--- src/rtl/rmst_pkg.sv ---
// Shared types, constants and encodings for the range minimum sparse table.
`default_nettype none

package rmst_pkg;

   localparam int DEF_MAX_ELEMENTS = 1024;
   localparam int DEF_VALUE_WIDTH  = 32;

   localparam int MODE_W   = 2;
   localparam int ELEM_W   = 32;
   localparam int START_W  = 10;
   localparam int END_W    = 11;
   localparam int RESULT_W = 32;
   localparam int REQ_DATA_W = ((ELEM_W + START_W + END_W + 7) / 8) * 8;

   localparam logic [MODE_W-1:0] MODE_APPEND = 2'd0;
   localparam logic [MODE_W-1:0] MODE_QUERY  = 2'd1;
   localparam logic [MODE_W-1:0] MODE_CLEAR  = 2'd2;

   typedef enum logic [2:0] {
      DP_NOP,
      DP_LOAD,
      DP_LEVEL0,
      DP_STEP,
      DP_CLEAR,
      DP_QRD1,
      DP_QRD2,
      DP_QOUT
   } dp_op_type;

   typedef struct packed {
      dp_op_type op;
   } dp_cmd_type;

   typedef struct packed {
      logic [MODE_W-1:0] mode;
      logic              full;
      logic              has_next;
      logic              q_err;
      logic              out_free;
   } dp_status_type;

endpackage

`default_nettype wire

--- src/rtl/rmst_controller.sv ---
// Controller state machine that sequences append, query and clear items.
`default_nettype none

module rmst_controller (
   input  wire logic                    clock,
   input  wire logic                    reset,
   input  wire logic                    req_tvalid,
   output logic                         req_tready,
   output rmst_pkg::dp_cmd_type         cmd,
   input  wire rmst_pkg::dp_status_type status
);

   typedef enum logic [2:0] {
      ST_IDLE,
      ST_DECODE,
      ST_STEP,
      ST_QRD2,
      ST_QOUT
   } state_type;

   state_type state_ff;
   state_type state_in;
   logic      ready_ff;
   logic      ready_in;

   always_comb begin
      state_in = state_ff;
      cmd.op   = rmst_pkg::DP_NOP;
      case (state_ff)
         ST_IDLE: begin
            if (req_tvalid && ready_ff) begin
               cmd.op   = rmst_pkg::DP_LOAD;
               state_in = ST_DECODE;
            end
         end
         ST_DECODE: begin
            case (status.mode)
               rmst_pkg::MODE_APPEND: begin
                  if (status.full) begin
                     state_in = ST_IDLE;
                  end else begin
                     cmd.op   = rmst_pkg::DP_LEVEL0;
                     state_in = status.has_next ? ST_STEP : ST_IDLE;
                  end
               end
               rmst_pkg::MODE_QUERY: begin
                  if (status.q_err) begin
                     state_in = ST_QOUT;
                  end else begin
                     cmd.op   = rmst_pkg::DP_QRD1;
                     state_in = ST_QRD2;
                  end
               end
               rmst_pkg::MODE_CLEAR: begin
                  cmd.op   = rmst_pkg::DP_CLEAR;
                  state_in = ST_IDLE;
               end
               default: begin
                  state_in = ST_IDLE;
               end
            endcase
         end
         ST_STEP: begin
            cmd.op = rmst_pkg::DP_STEP;
            if (!status.has_next) begin
               state_in = ST_IDLE;
            end
         end
         ST_QRD2: begin
            cmd.op   = rmst_pkg::DP_QRD2;
            state_in = ST_QOUT;
         end
         ST_QOUT: begin
            if (status.out_free) begin
               cmd.op   = rmst_pkg::DP_QOUT;
               state_in = ST_IDLE;
            end
         end
         default: begin
            state_in = ST_IDLE;
         end
      endcase
      ready_in = (state_in == ST_IDLE);
   end

   always_ff @(posedge clock) begin
      if (reset) begin
         state_ff <= ST_IDLE;
         ready_ff <= 1'b0;
      end else begin
         state_ff <= state_in;
         ready_ff <= ready_in;
      end
   end

   assign req_tready = ready_ff;

endmodule

`default_nettype wire
--- config.mk ---
export PLATFORM = sky130hd
export DESIGN_NAME = rmst_controller
export DESIGN_NICKNAME = d
export VERILOG_FILES = /design/src/rtl/rmst_pkg.sv /design/src/rtl/rmst_controller.sv
export SDC_FILE = /design/constraint.sdc
export NUM_CORES = 1
export LEC_CHECK = 0
export BUFFER_PORTS_ARGS = -buffer_cell sky130_fd_sc_hd__buf_4
export CAP_MARGIN = 10
export CELL_PAD_IN_SITES_DETAIL_PLACEMENT = 0
export CELL_PAD_IN_SITES_GLOBAL_PLACEMENT = 1
export CORE_AREA = 3 3 40 42
export DETAILED_ROUTE_END_ITERATION = 10
export DIE_AREA = 0 0 43 45
export PLACE_DENSITY = 0.65
export SLEW_MARGIN = 30
export SYNTH_ARGS = -nofsm -noshare
export SYNTH_HDL_FRONTEND = slang
export SYNTH_SLANG_ARGS = --single-unit
--- constraint.sdc ---
create_clock -name clock -period 1.5 [get_ports clock]
set_clock_uncertainty 0.05 [all_clocks]
set_input_delay 0.225 -clock clock [delete_from_list [all_inputs] [get_ports clock]]
set_output_delay 0.225 -clock clock [all_outputs]
set_load 0.01 [all_outputs]
==> results of run 1 <==
## worst paths after layout
check / from / cells past startpoint / to
worst max register to register: state_ff[0] / 4 / req_tready
worst min-delay path: reset / 2 / state_ff[2]
worst max-delay path: state_ff[2] / 4 / cmd[0]
worst min register to register: state_ff[2] / 3 / state_ff[0]
## registers in the layout (all words and copies together) (netlist names)
signal and count:
req_tready 1, state_ff 3
## metal layers
layer / global-route usage (%) / vias to the layer above / wire length [um]
met5: 0 / - / 0
met4: 7.23 / 0 / 0
met3: 2.79 / 0 / 71
met2: 14.7 / 13 / 412
met1: 10.6 / 149 / 362
li1: - / 164 / -
## logic make-up after synthesis
group | count (synthesis)
compound gates | 11
buf+inv | 2
flops | 4
simple gates | 20
## synth_stat cells
library cell / count
o31a_1: 1
nor2_1: 5
dfxtp_1: 4
nor4b_1: 2
nor4b_2: 1
o22ai_1: 2
nand2_1: 3
inv_1: 1
nand3b_1: 1
o211ai_1: 1
nand2b_1: 1
nor2b_4: 1
and3b_1: 1
o21ai_0: 2
or3b_1: 1
nor3b_1: 1
nor2b_1: 2
o21bai_2: 1
and2b_2: 1
buf_2: 1
a21oi_1: 4
## cell type report
cell class / count / area, um^2
inverter: 1 / 3.75
multi-input combinational: 31 / 240
clock buffer: 3 / 22.5
timing repair buffer: 13 / 95.1
fill: 141 / 816
tap: 15 / 18.8
sequential: 4 / 88.8
## metrics by stage
| stage | area [um^2] | setup TNS [ps] | total power [mW] | utilization (%) | hold slack, ps |
|---|---|---|---|---|---|
| finish | 469 | 0 | 0.311 | 36.5 | 127 |
| global placement | 399 | 0 | 0.179 | 31.1 | 373 |
| global route | 469 | -8.06 | 0.330 | 36.5 | 134 |
| detailed placement | 399 | 0 | 0.177 | 31.1 | 371 |
| floorplan | 295 | 0 | 0.143 | - | 244 |
| CTS | 438 | 0 | 0.315 | 34.1 | 118 |
## worst max-delay path, cell delays in order, from the launching register on
cell	delay [ps]
dfxtp_4	360
and2b_2	210
a21oi_1	120
o21ai_0	90
buf_4	150
## timing repair
item / in CTS / in global routing
pin swaps: 0 / 1
hold endpoints to repair: 0 / 0
setup buffers: 0 / 1
gates resized for setup: 6 / 5
endpoints found under the setup margin: 3 / 3
## power by group through the flow
stage | Sequential, mW | Clock, mW | Combinational [mW]
6_report | 0.114 | 0.127 | 0.0698
5_1_grt | 0.115 | 0.139 | 0.0762
4_1_cts | 0.117 | 0.136 | 0.0617
3_5_place_dp | 0.118 | 0 | 0.0591
3_3_place_gp | 0.118 | 0 | 0.0602
2_1_floorplan | 0.116 | 0 | 0.0265
==> impl_metrics.env, run 1 <==
export IMPL_synth_top_area_share_pct=27.1
export IMPL_antenna_cells=0
export IMPL_syn_inst=37
export IMPL_synth_seq_area_share_pct=27.1
export IMPL_ys_seq_elements=4
export IMPL_htreeDepth=1
export IMPL_finalNonFillerCells=67
export IMPL_overflow=0
export IMPL_drt_total_wl_um=845
export IMPL_fp_dieW_um=43
export IMPL_critPathRequiredTime_ps=1220
export IMPL_p_clk_share_pct=41.0
export IMPL_gp_congestion=0.684
export IMPL_vias_per_cell=4.87
export IMPL_ios=13
export IMPL_drv_cap=0
export IMPL_grt_max_degree=11
export IMPL_synth_area_um2=295
export IMPL_tritoncts="done"
export IMPL_yosys_top_cells_area="dfxtp_1 27%, a21oi_1 6.8%, nor2_1 6.4%"
export IMPL_initial_core_util_pct=23.0
export IMPL_final_setup_viol_count=0
export IMPL_critPathKind="register to primary output"
export IMPL_vias=326
export IMPL_status="completed"
export IMPL_worst_slew_pin_slew_ps=255
export IMPL_synthesis_nets=46
export IMPL_setup_ws_ps=67.9
export IMPL_fin_nets=63
export IMPL_dp_hpwl_um=559
export IMPL_clock_latency_ps=230
export IMPL_period_needed_ps=1430
export IMPL_endpoint_kind="primary output"
export IMPL_fin_crit_sh_pct=95.5
export IMPL_root_buffer="clkbuf_4"
export IMPL_power_leakage_nw=0.192
export IMPL_pre_cts_ws_ps=105
export IMPL_grt_pass1_wl_um=1320
export IMPL_ys_warn_count=0
export IMPL_p_sw_share_pct=23.9
export IMPL_pwr_share_seq_pct=36.6
export IMPL_hp_class="input pin to register"
export IMPL_dp_cells=63
export IMPL_worstPathMaxFanout=6
export IMPL_cp_start_kind="register"
export IMPL_synth_top_family_by_area="simple AND/OR/NAND/NOR gates"
export IMPL_synthAdderAreaFrac_pct=0
export IMPL_ant_nets=0
export IMPL_p_comb_share_pct=22.4
export IMPL_relSlewSlack_pct=83.0
export IMPL_synth_xor_area_share_pct=0
export IMPL_rrSetupSlack_ps=280
export IMPL_max_freq_mhz=698
export IMPL_grt_pass1_vias=309
export IMPL_port_buffers=12
export IMPL_synth_compound_area_share_pct=23.7
export IMPL_muxShareOfSynthArea_pct=0
export IMPL_clock_sinks=4
export IMPL_power_per_cell_area_mw_per_mm2=663
export IMPL_design_die_area_mm2=0.00194
export IMPL_drt_iter0_drc=6
export IMPL_cts_hold_buffers=0
export IMPL_layout_common_cells="12 x buf_4, 5 x nor2_1, 4 x a21oi_1"
export IMPL_post_drt_wl_per_cell_um=12.6
export IMPL_yosys_area_top_type="dfxtp_1"
export IMPL_placementRows=13
export IMPL_p_int_mw=0.237
export IMPL_p_switching_mw=0.0744
export IMPL_ir_worst_vdd_v=0.000449
export IMPL_slew_viol_final=0
export IMPL_final_common_cell="buf_4"
export IMPL_route_detailed_drc=0
export IMPL_drtPass1Iterations=4
export IMPL_groute_usage_overall_pct=9.31
export IMPL_fp_coreArea_mm2=0.00128
export IMPL_synth_avg_cell_area_um2=7.98
export IMPL_hold_viol_final=0
export IMPL_syn_to_final_growth_pct=58.9
export IMPL_cts_buffer_depth=2
export IMPL_yosys_area_share_simple_pct=46.2
export IMPL_yosysUniqueCellTypes=21
export IMPL_numCtsBuffers=3
export IMPL_antenna_found_initial=0
export IMPL_arrival_ps=1160
export IMPL_final_layout_size_suffix_gt1_share_pct=50.0
export IMPL_die_y_um=45
export IMPL_clk_pin_slew_ps=40
Power figures use the tool's default switching activity.
==> run 2, diff against run 1 <==
--- a/config.mk
+++ b/config.mk
@@ -9,9 +9,9 @@
 export CAP_MARGIN = 10
 export CELL_PAD_IN_SITES_DETAIL_PLACEMENT = 0
 export CELL_PAD_IN_SITES_GLOBAL_PLACEMENT = 1
-export CORE_AREA = 3 3 40 42
+export CORE_AREA = 2 2 39 41
 export DETAILED_ROUTE_END_ITERATION = 10
-export DIE_AREA = 0 0 43 45
+export DIE_AREA = 0 0 41 43
 export PLACE_DENSITY = 0.65
 export SLEW_MARGIN = 30
 export SYNTH_ARGS = -nofsm -noshare
==> run 2 against run 1 <==
Final cell count is 4.5% higher. Global-route usage hardly changed. Maximum frequency is 1.6% lower. Power is 0.80% higher. Design area is 3.7% higher. Register-to-register slack better by 30 ps. Utilization is 1.3 points lower.
==> impl_metrics.env, run 2 (same netlist as run 1, synthesis figures left out) <==
export IMPL_cts_hold_buffers=0
export IMPL_syn_to_final_growth_pct=64.8
export IMPL_met2_usage_pct=12.2
export IMPL_die_y_um=43
export IMPL_final_common_cell="buf_4"
export IMPL_final_setup_viol_count=0
export IMPL_route_detailed_drc=0
export IMPL_power_leakage_nw=0.202
export IMPL_antenna_found_initial=0
export IMPL_hold_viol_final=0
export IMPL_fin_crit_sh_pct=97.1
export IMPL_cp_start_kind="register"
export IMPL_relSlewSlack_pct=85.1
export IMPL_groute_usage_overall_pct=9.34
export IMPL_period_needed_ps=1460
export IMPL_status="completed"
export IMPL_drtPass1Iterations=4
export IMPL_port_buffers=12
export IMPL_drt_iter0_drc=10
export IMPL_power_per_cell_area_mw_per_mm2=644
export IMPL_met1_usage_pct=11.6
export IMPL_fp_dieW_um=41
export IMPL_gp_congestion=0.698
export IMPL_overflow=0
export IMPL_htreeDepth=1
export IMPL_grt_max_degree=11
export IMPL_fillCellCount=152
export IMPL_slew_viol_final=0
export IMPL_clock_latency_ps=230
export IMPL_hp_class="input pin to register"
export IMPL_utilization_pct=35.2
export IMPL_fp_coreArea_mm2=0.00138
export IMPL_initial_core_util_pct=21.3
export IMPL_grt_pass1_vias=280
export IMPL_largest_reg_flops=3
export IMPL_setup_ws_ps=44.1
export IMPL_cts_buffer_depth=2
export IMPL_post_drt_wl_per_cell_um=11.3
export IMPL_vias=332
export IMPL_endpoint_kind="primary output"
export IMPL_numCtsBuffers=3
export IMPL_drt_total_wl_um=793
export IMPL_ios=13
export IMPL_layout_common_cells="15 x buf_4, 5 x nor2_1, 4 x a21oi_1"
export IMPL_dp_hpwl_um=537
export IMPL_drv_cap=0
export IMPL_pre_cts_ws_ps=84.0
export IMPL_clock_sinks=4
export IMPL_arrival_ps=1180
export IMPL_fin_nets=65
export IMPL_final_layout_size_suffix_gt1_share_pct=50.0
export IMPL_critPathRequiredTime_ps=1220
export IMPL_seq_area_um2=91.3
export IMPL_design_die_area_mm2=0.00176
export IMPL_ir_worst_vdd_v=0.000310
export IMPL_final_setup_tns_ps=0
export IMPL_multi_input_area_um2=236
export IMPL_worst_slew_pin_slew_ps=223
export IMPL_top_register="state_ff"
export IMPL_max_freq_mhz=687
export IMPL_met3_usage_pct=1.57
export IMPL_grt_pass1_wl_um=1060
export IMPL_antenna_cells=0
export IMPL_clk_pin_slew_ps=40
export IMPL_placementRows=14
export IMPL_ant_nets=0
export IMPL_gr_max_usage_layer="met2"
export IMPL_worstPathMaxFanout=7
export IMPL_critPathKind="register to primary output"
export IMPL_tritoncts="done"
export IMPL_vias_per_cell=4.74
export IMPL_root_buffer="clkbuf_4"
[run 2: power by group]
part | total, mW | leakage, nW | switching, mW | internal [mW]
Clock | 0.127 | 0.0138 | 0.0384 | 0.0891
Combinational | 0.0736 | 0.153 | 0.0313 | 0.0424
Sequential | 0.112 | 0.0351 | 0.00473 | 0.108
[run 2: worst paths after layout]
kind / start / to / cells after the start / slack [ps]
max reg2reg: state_ff[0] / req_tready / 4 / 310
min reg2reg: state_ff[2] / state_ff[1] / 2 / 530
min: reset / state_ff[2] / 2 / 120
max: state_ff[0] / cmd[0] / 4 / 40
[run 2: layer usage]
metal | wire, um | vias to the layer above | share of wire [%]
met5 | 0 | - | 0
met4 | 10 | 0 | 1.3
met3 | 60 | 2 | 7.6
met2 | 378 | 9 | 48
met1 | 343 | 151 | 43
li1 | - | 170 | -
[run 2: repair_timing]
action,in CTS,in global routing
pin swaps,0,1
endpoints found under the setup margin,3,2
endpoints found under the hold margin,0,0
setup buffers,0,3
cloned,0,0
gates resized for setup,7,4
[run 2: cell type report]
type	count	share of cell area [%]
sequential	4	18.8
multi-input combinational	31	48.6
inverter	1	0.771
clock buffer	3	4.63
timing repair buffer	15	23.1
tap	16	4.11
[run 2: per-stage QoR]
stage | instance area (um^2) | std cells | power (mW) | hold slack, ps
2_1_floorplan | 295 | 37 | 0.143 | 244
3_3_place_gp | 400 | 64 | 0.179 | 373
3_5_place_dp | 400 | 64 | 0.177 | 371
4_1_cts | 442 | 67 | 0.315 | 116
5_1_grt | 487 | 70 | 0.333 | 127
6_report | 487 | 70 | 0.313 | 122
[run 2: worst max-delay path: stages (launching register included)]
cell,delay (ps)
dfxtp_4,350
nor4b_4,130
o21ai_1,200
o21ai_0,120
buf_4,150
==> run 3, diff against run 2 <==
--- a/config.mk
+++ b/config.mk
@@ -5,6 +5,7 @@
 export SDC_FILE = /design/constraint.sdc
 export NUM_CORES = 1
 export LEC_CHECK = 0
+export ABC_AREA = 1
 export BUFFER_PORTS_ARGS = -buffer_cell sky130_fd_sc_hd__buf_4
 export CAP_MARGIN = 10
 export CELL_PAD_IN_SITES_DETAIL_PLACEMENT = 0
@@ -12,7 +13,7 @@
 export CORE_AREA = 2 2 39 41
 export DETAILED_ROUTE_END_ITERATION = 10
 export DIE_AREA = 0 0 41 43
-export PLACE_DENSITY = 0.65
+export PLACE_DENSITY = 0.67
 export SLEW_MARGIN = 30
 export SYNTH_ARGS = -nofsm -noshare
 export SYNTH_HDL_FRONTEND = slang
==> run 3 against run 2 <==
Sequential share of layout area up 0.71 points. Maximum frequency grew 3.5%. Synthesized cell count is 27% higher. Hold slack improved by 2.4 ps. Power fell by 0.52%. Largest power group unchanged. Highest routed layer is now met3.
==> impl_metrics.env, run 3 <==
export IMPL_wl_met3_um=32
export IMPL_yosys_top_cells_area="dfxtp_1 28%, nand3_1 17%, nor2_2 11%"
export IMPL_fp_dieW_um=41
export IMPL_placementRows=14
export IMPL_path_cells="inv_1 > nor2_1 > nand2_1 > nand2_1 > inv_1 > nand3_1 > buf_4"
export IMPL_setup_ws_ps=93.4
export IMPL_power_leakage_nw=0.237
export IMPL_synth_async_sr_flop_share_pct=0
export IMPL_clock_sinks=4
export IMPL_status="completed"
export IMPL_max_freq_mhz=711
export IMPL_p_int_mw=0.235
export IMPL_hp_class="input pin to register"
export IMPL_synth_avg_cell_area_um2=6.15
export IMPL_crit_slowest_cell="dfxtp_2"
export IMPL_cts_hold_buffers=0
export IMPL_initial_core_util_pct=20.9
export IMPL_fin_crit_sh_pct=93.8
export IMPL_arrival_ps=1130
export IMPL_die_y_um=43
export IMPL_routed_top_layer="met3"
export IMPL_layout_common_cells="12 x buf_4, 10 x nand3_1, 8 x nand2_1"
export IMPL_p_clk_share_pct=41.9
export IMPL_top_register="state_ff"
export IMPL_critPathMaxStageDelay_ps=360
export IMPL_path_delay_family="flip-flops"
export IMPL_power_per_cell_area_mw_per_mm2=724
export IMPL_place_area_um2=399
export IMPL_antenna_cells=0
export IMPL_period_needed_ps=1410
export IMPL_synth_area_um2=289
export IMPL_final_layout_size_suffix_gt1_share_pct=46.8
export IMPL_fin_nets=73
export IMPL_rrSetupSlack_ps=510
export IMPL_endpoint_kind="primary output"
export IMPL_port_buffers=12
export IMPL_critPathKind="register to primary output"
export IMPL_ys_flop_type="dfxtp_1"
export IMPL_drtPass1Iterations=2
export IMPL_antenna_found_initial=0
export IMPL_ant_nets=0
export IMPL_route_met2_wl_um=322
export IMPL_synth_most_common_cell="nand3_1"
export IMPL_final_setup_tns_ps=0
export IMPL_p_sw_share_pct=24.5
export IMPL_synthTopCellsByCount="10 x nand3_1, 8 x nand2_1, 6 x nor2_1"
export IMPL_ys_seq_elements=4
export IMPL_p_switching_mw=0.0765
export IMPL_final_common_cell="buf_4"
export IMPL_drv_cap=0
export IMPL_synthesis_nets=56
export IMPL_hold_viol_final=0
export IMPL_grt_pass1_wl_um=1110
export IMPL_yosysUniqueCellTypes=13
export IMPL_htreeDepth=1
export IMPL_rsz0062_at_grt="no"
export IMPL_ys_warn_count=0
export IMPL_dp_cells=75
export IMPL_cts_buffer_depth=2
export IMPL_pwr_share_seq_pct=37.5
export IMPL_synth_seq_area_share_pct=27.7
export IMPL_drt_total_wl_um=642
export IMPL_relSlewSlack_pct=90.6
export IMPL_fp_coreArea_mm2=0.00138
export IMPL_groute_usage_overall_pct=9.33
export IMPL_crit_buf_inv=3
export IMPL_yosys_area_top_type="dfxtp_1"
export IMPL_pre_cts_ws_ps=322
export IMPL_overflow=0
export IMPL_slew_viol_final=0
export IMPL_grt_pass1_vias=289
export IMPL_fin_area_um2=430
export IMPL_finalNonFillerCells=78
export IMPL_synth_top_area_share_pct=27.7
export IMPL_drt_iter0_drc=1
export IMPL_largest_reg_flops=3
export IMPL_clk_pin_slew_ps=30
export IMPL_vias=319
export IMPL_dp_hpwl_um=543
export IMPL_ir_worst_vdd_v=0.000473
export IMPL_route_detailed_drc=0
export IMPL_grt_max_degree=6
export IMPL_post_drt_wl_per_cell_um=8.23
export IMPL_syn_inst=47
export IMPL_worstPathMaxFanout=3
export IMPL_numCtsBuffers=3
export IMPL_clock_latency_ps=230
export IMPL_final_setup_viol_count=0
export IMPL_ios=13
export IMPL_critPathRequiredTime_ps=1220
export IMPL_vias_per_cell=4.09
export IMPL_root_buffer="clkbuf_4"
export IMPL_gp_congestion=0.762
export IMPL_fillCellCount=163
export IMPL_tritoncts="done"
export IMPL_syn_to_final_growth_pct=48.9
export IMPL_design_die_area_mm2=0.00176
export IMPL_worst_slew_pin_slew_ps=140
export IMPL_wl_met1_um=286
export IMPL_cp_start_kind="register"
export IMPL_p_comb_share_pct=20.6
export IMPL_synth_edf_count=0
-- run 3: cell types whose count changed in the layout (fill, tap and decap cells not counted), sizes merged, moves of 6 or more --
cell | before | now
nand3 | 0 | 11
inv | 1 | 8
nor2 | 5 | 11
nand2 | 3 | 10
-- run 3: final cells by class --
| class | count | area (um^2) | area share [%] |
|---|---|---|---|
| clock buffers | 3 | 22.5 | 5.23 |
| inverters | 8 | 30.0 | 6.98 |
| multi-input cells | 35 | 184 | 42.7 |
| flip-flops and latches | 4 | 83.8 | 19.5 |
| well taps | 16 | 20.0 | 4.65 |
| repair buffers | 12 | 90.1 | 20.9 |
-- run 3: power by group through the flow --
stage	Sequential (mW)	Clock (mW)	Combinational [mW]
after CTS	0.116	0.139	0.0642
after global routing	0.118	0.151	0.0722
after global placement	0.118	0	0.0648
final	0.117	0.131	0.0641
after floorplan	0.119	0	0.0292
after detailed placement	0.118	0	0.0640
-- run 3: repair_timing --
item	CTS	global route
buffers inserted	0	0
setup endpoints to repair	0	2
endpoints found under the hold margin	0	0
resized for setup	0	4
-- run 3: routing by layer --
layer	GRT usage (%)	up-vias
li1	-	177
met1	11.2	135
met2	13.4	7
met3	6.28	0
met4	2.00	0
met5	0	-
-- run 3: worst paths after layout --
| kind | start | cells past startpoint | to |
|---|---|---|---|
| worst min-delay path | reset | 2 | state_ff[1] |
| worst min register to register | state_ff[2] | 3 | state_ff[1] |
| worst max register to register | state_ff[2] | 6 | req_tready |
| worst max-delay path | state_ff[1] | 7 | cmd[1] |
-- run 3: logic make-up (layout without fill, tap and decap cells) --
family | count (synthesis) | count (layout) | share of synthesized area [%]
AOI/OAI and AO/OA | 2 | 2 | 3.46
DFF | 4 | 4 | 27.7
buffers and inverters | 8 | 23 | 10.4
and+or+nand+nor | 33 | 33 | 58.4
-- run 3: stage by stage --
step                hold slack [ps]  utilization (%)  total power [mW]
floorplan                       244                -             0.148
CTS                             122             30.5             0.319
detailed placement              368             28.8             0.182
global placement                371             28.8             0.183
global route                    106             31.1             0.341
finish                          125             31.1             0.312
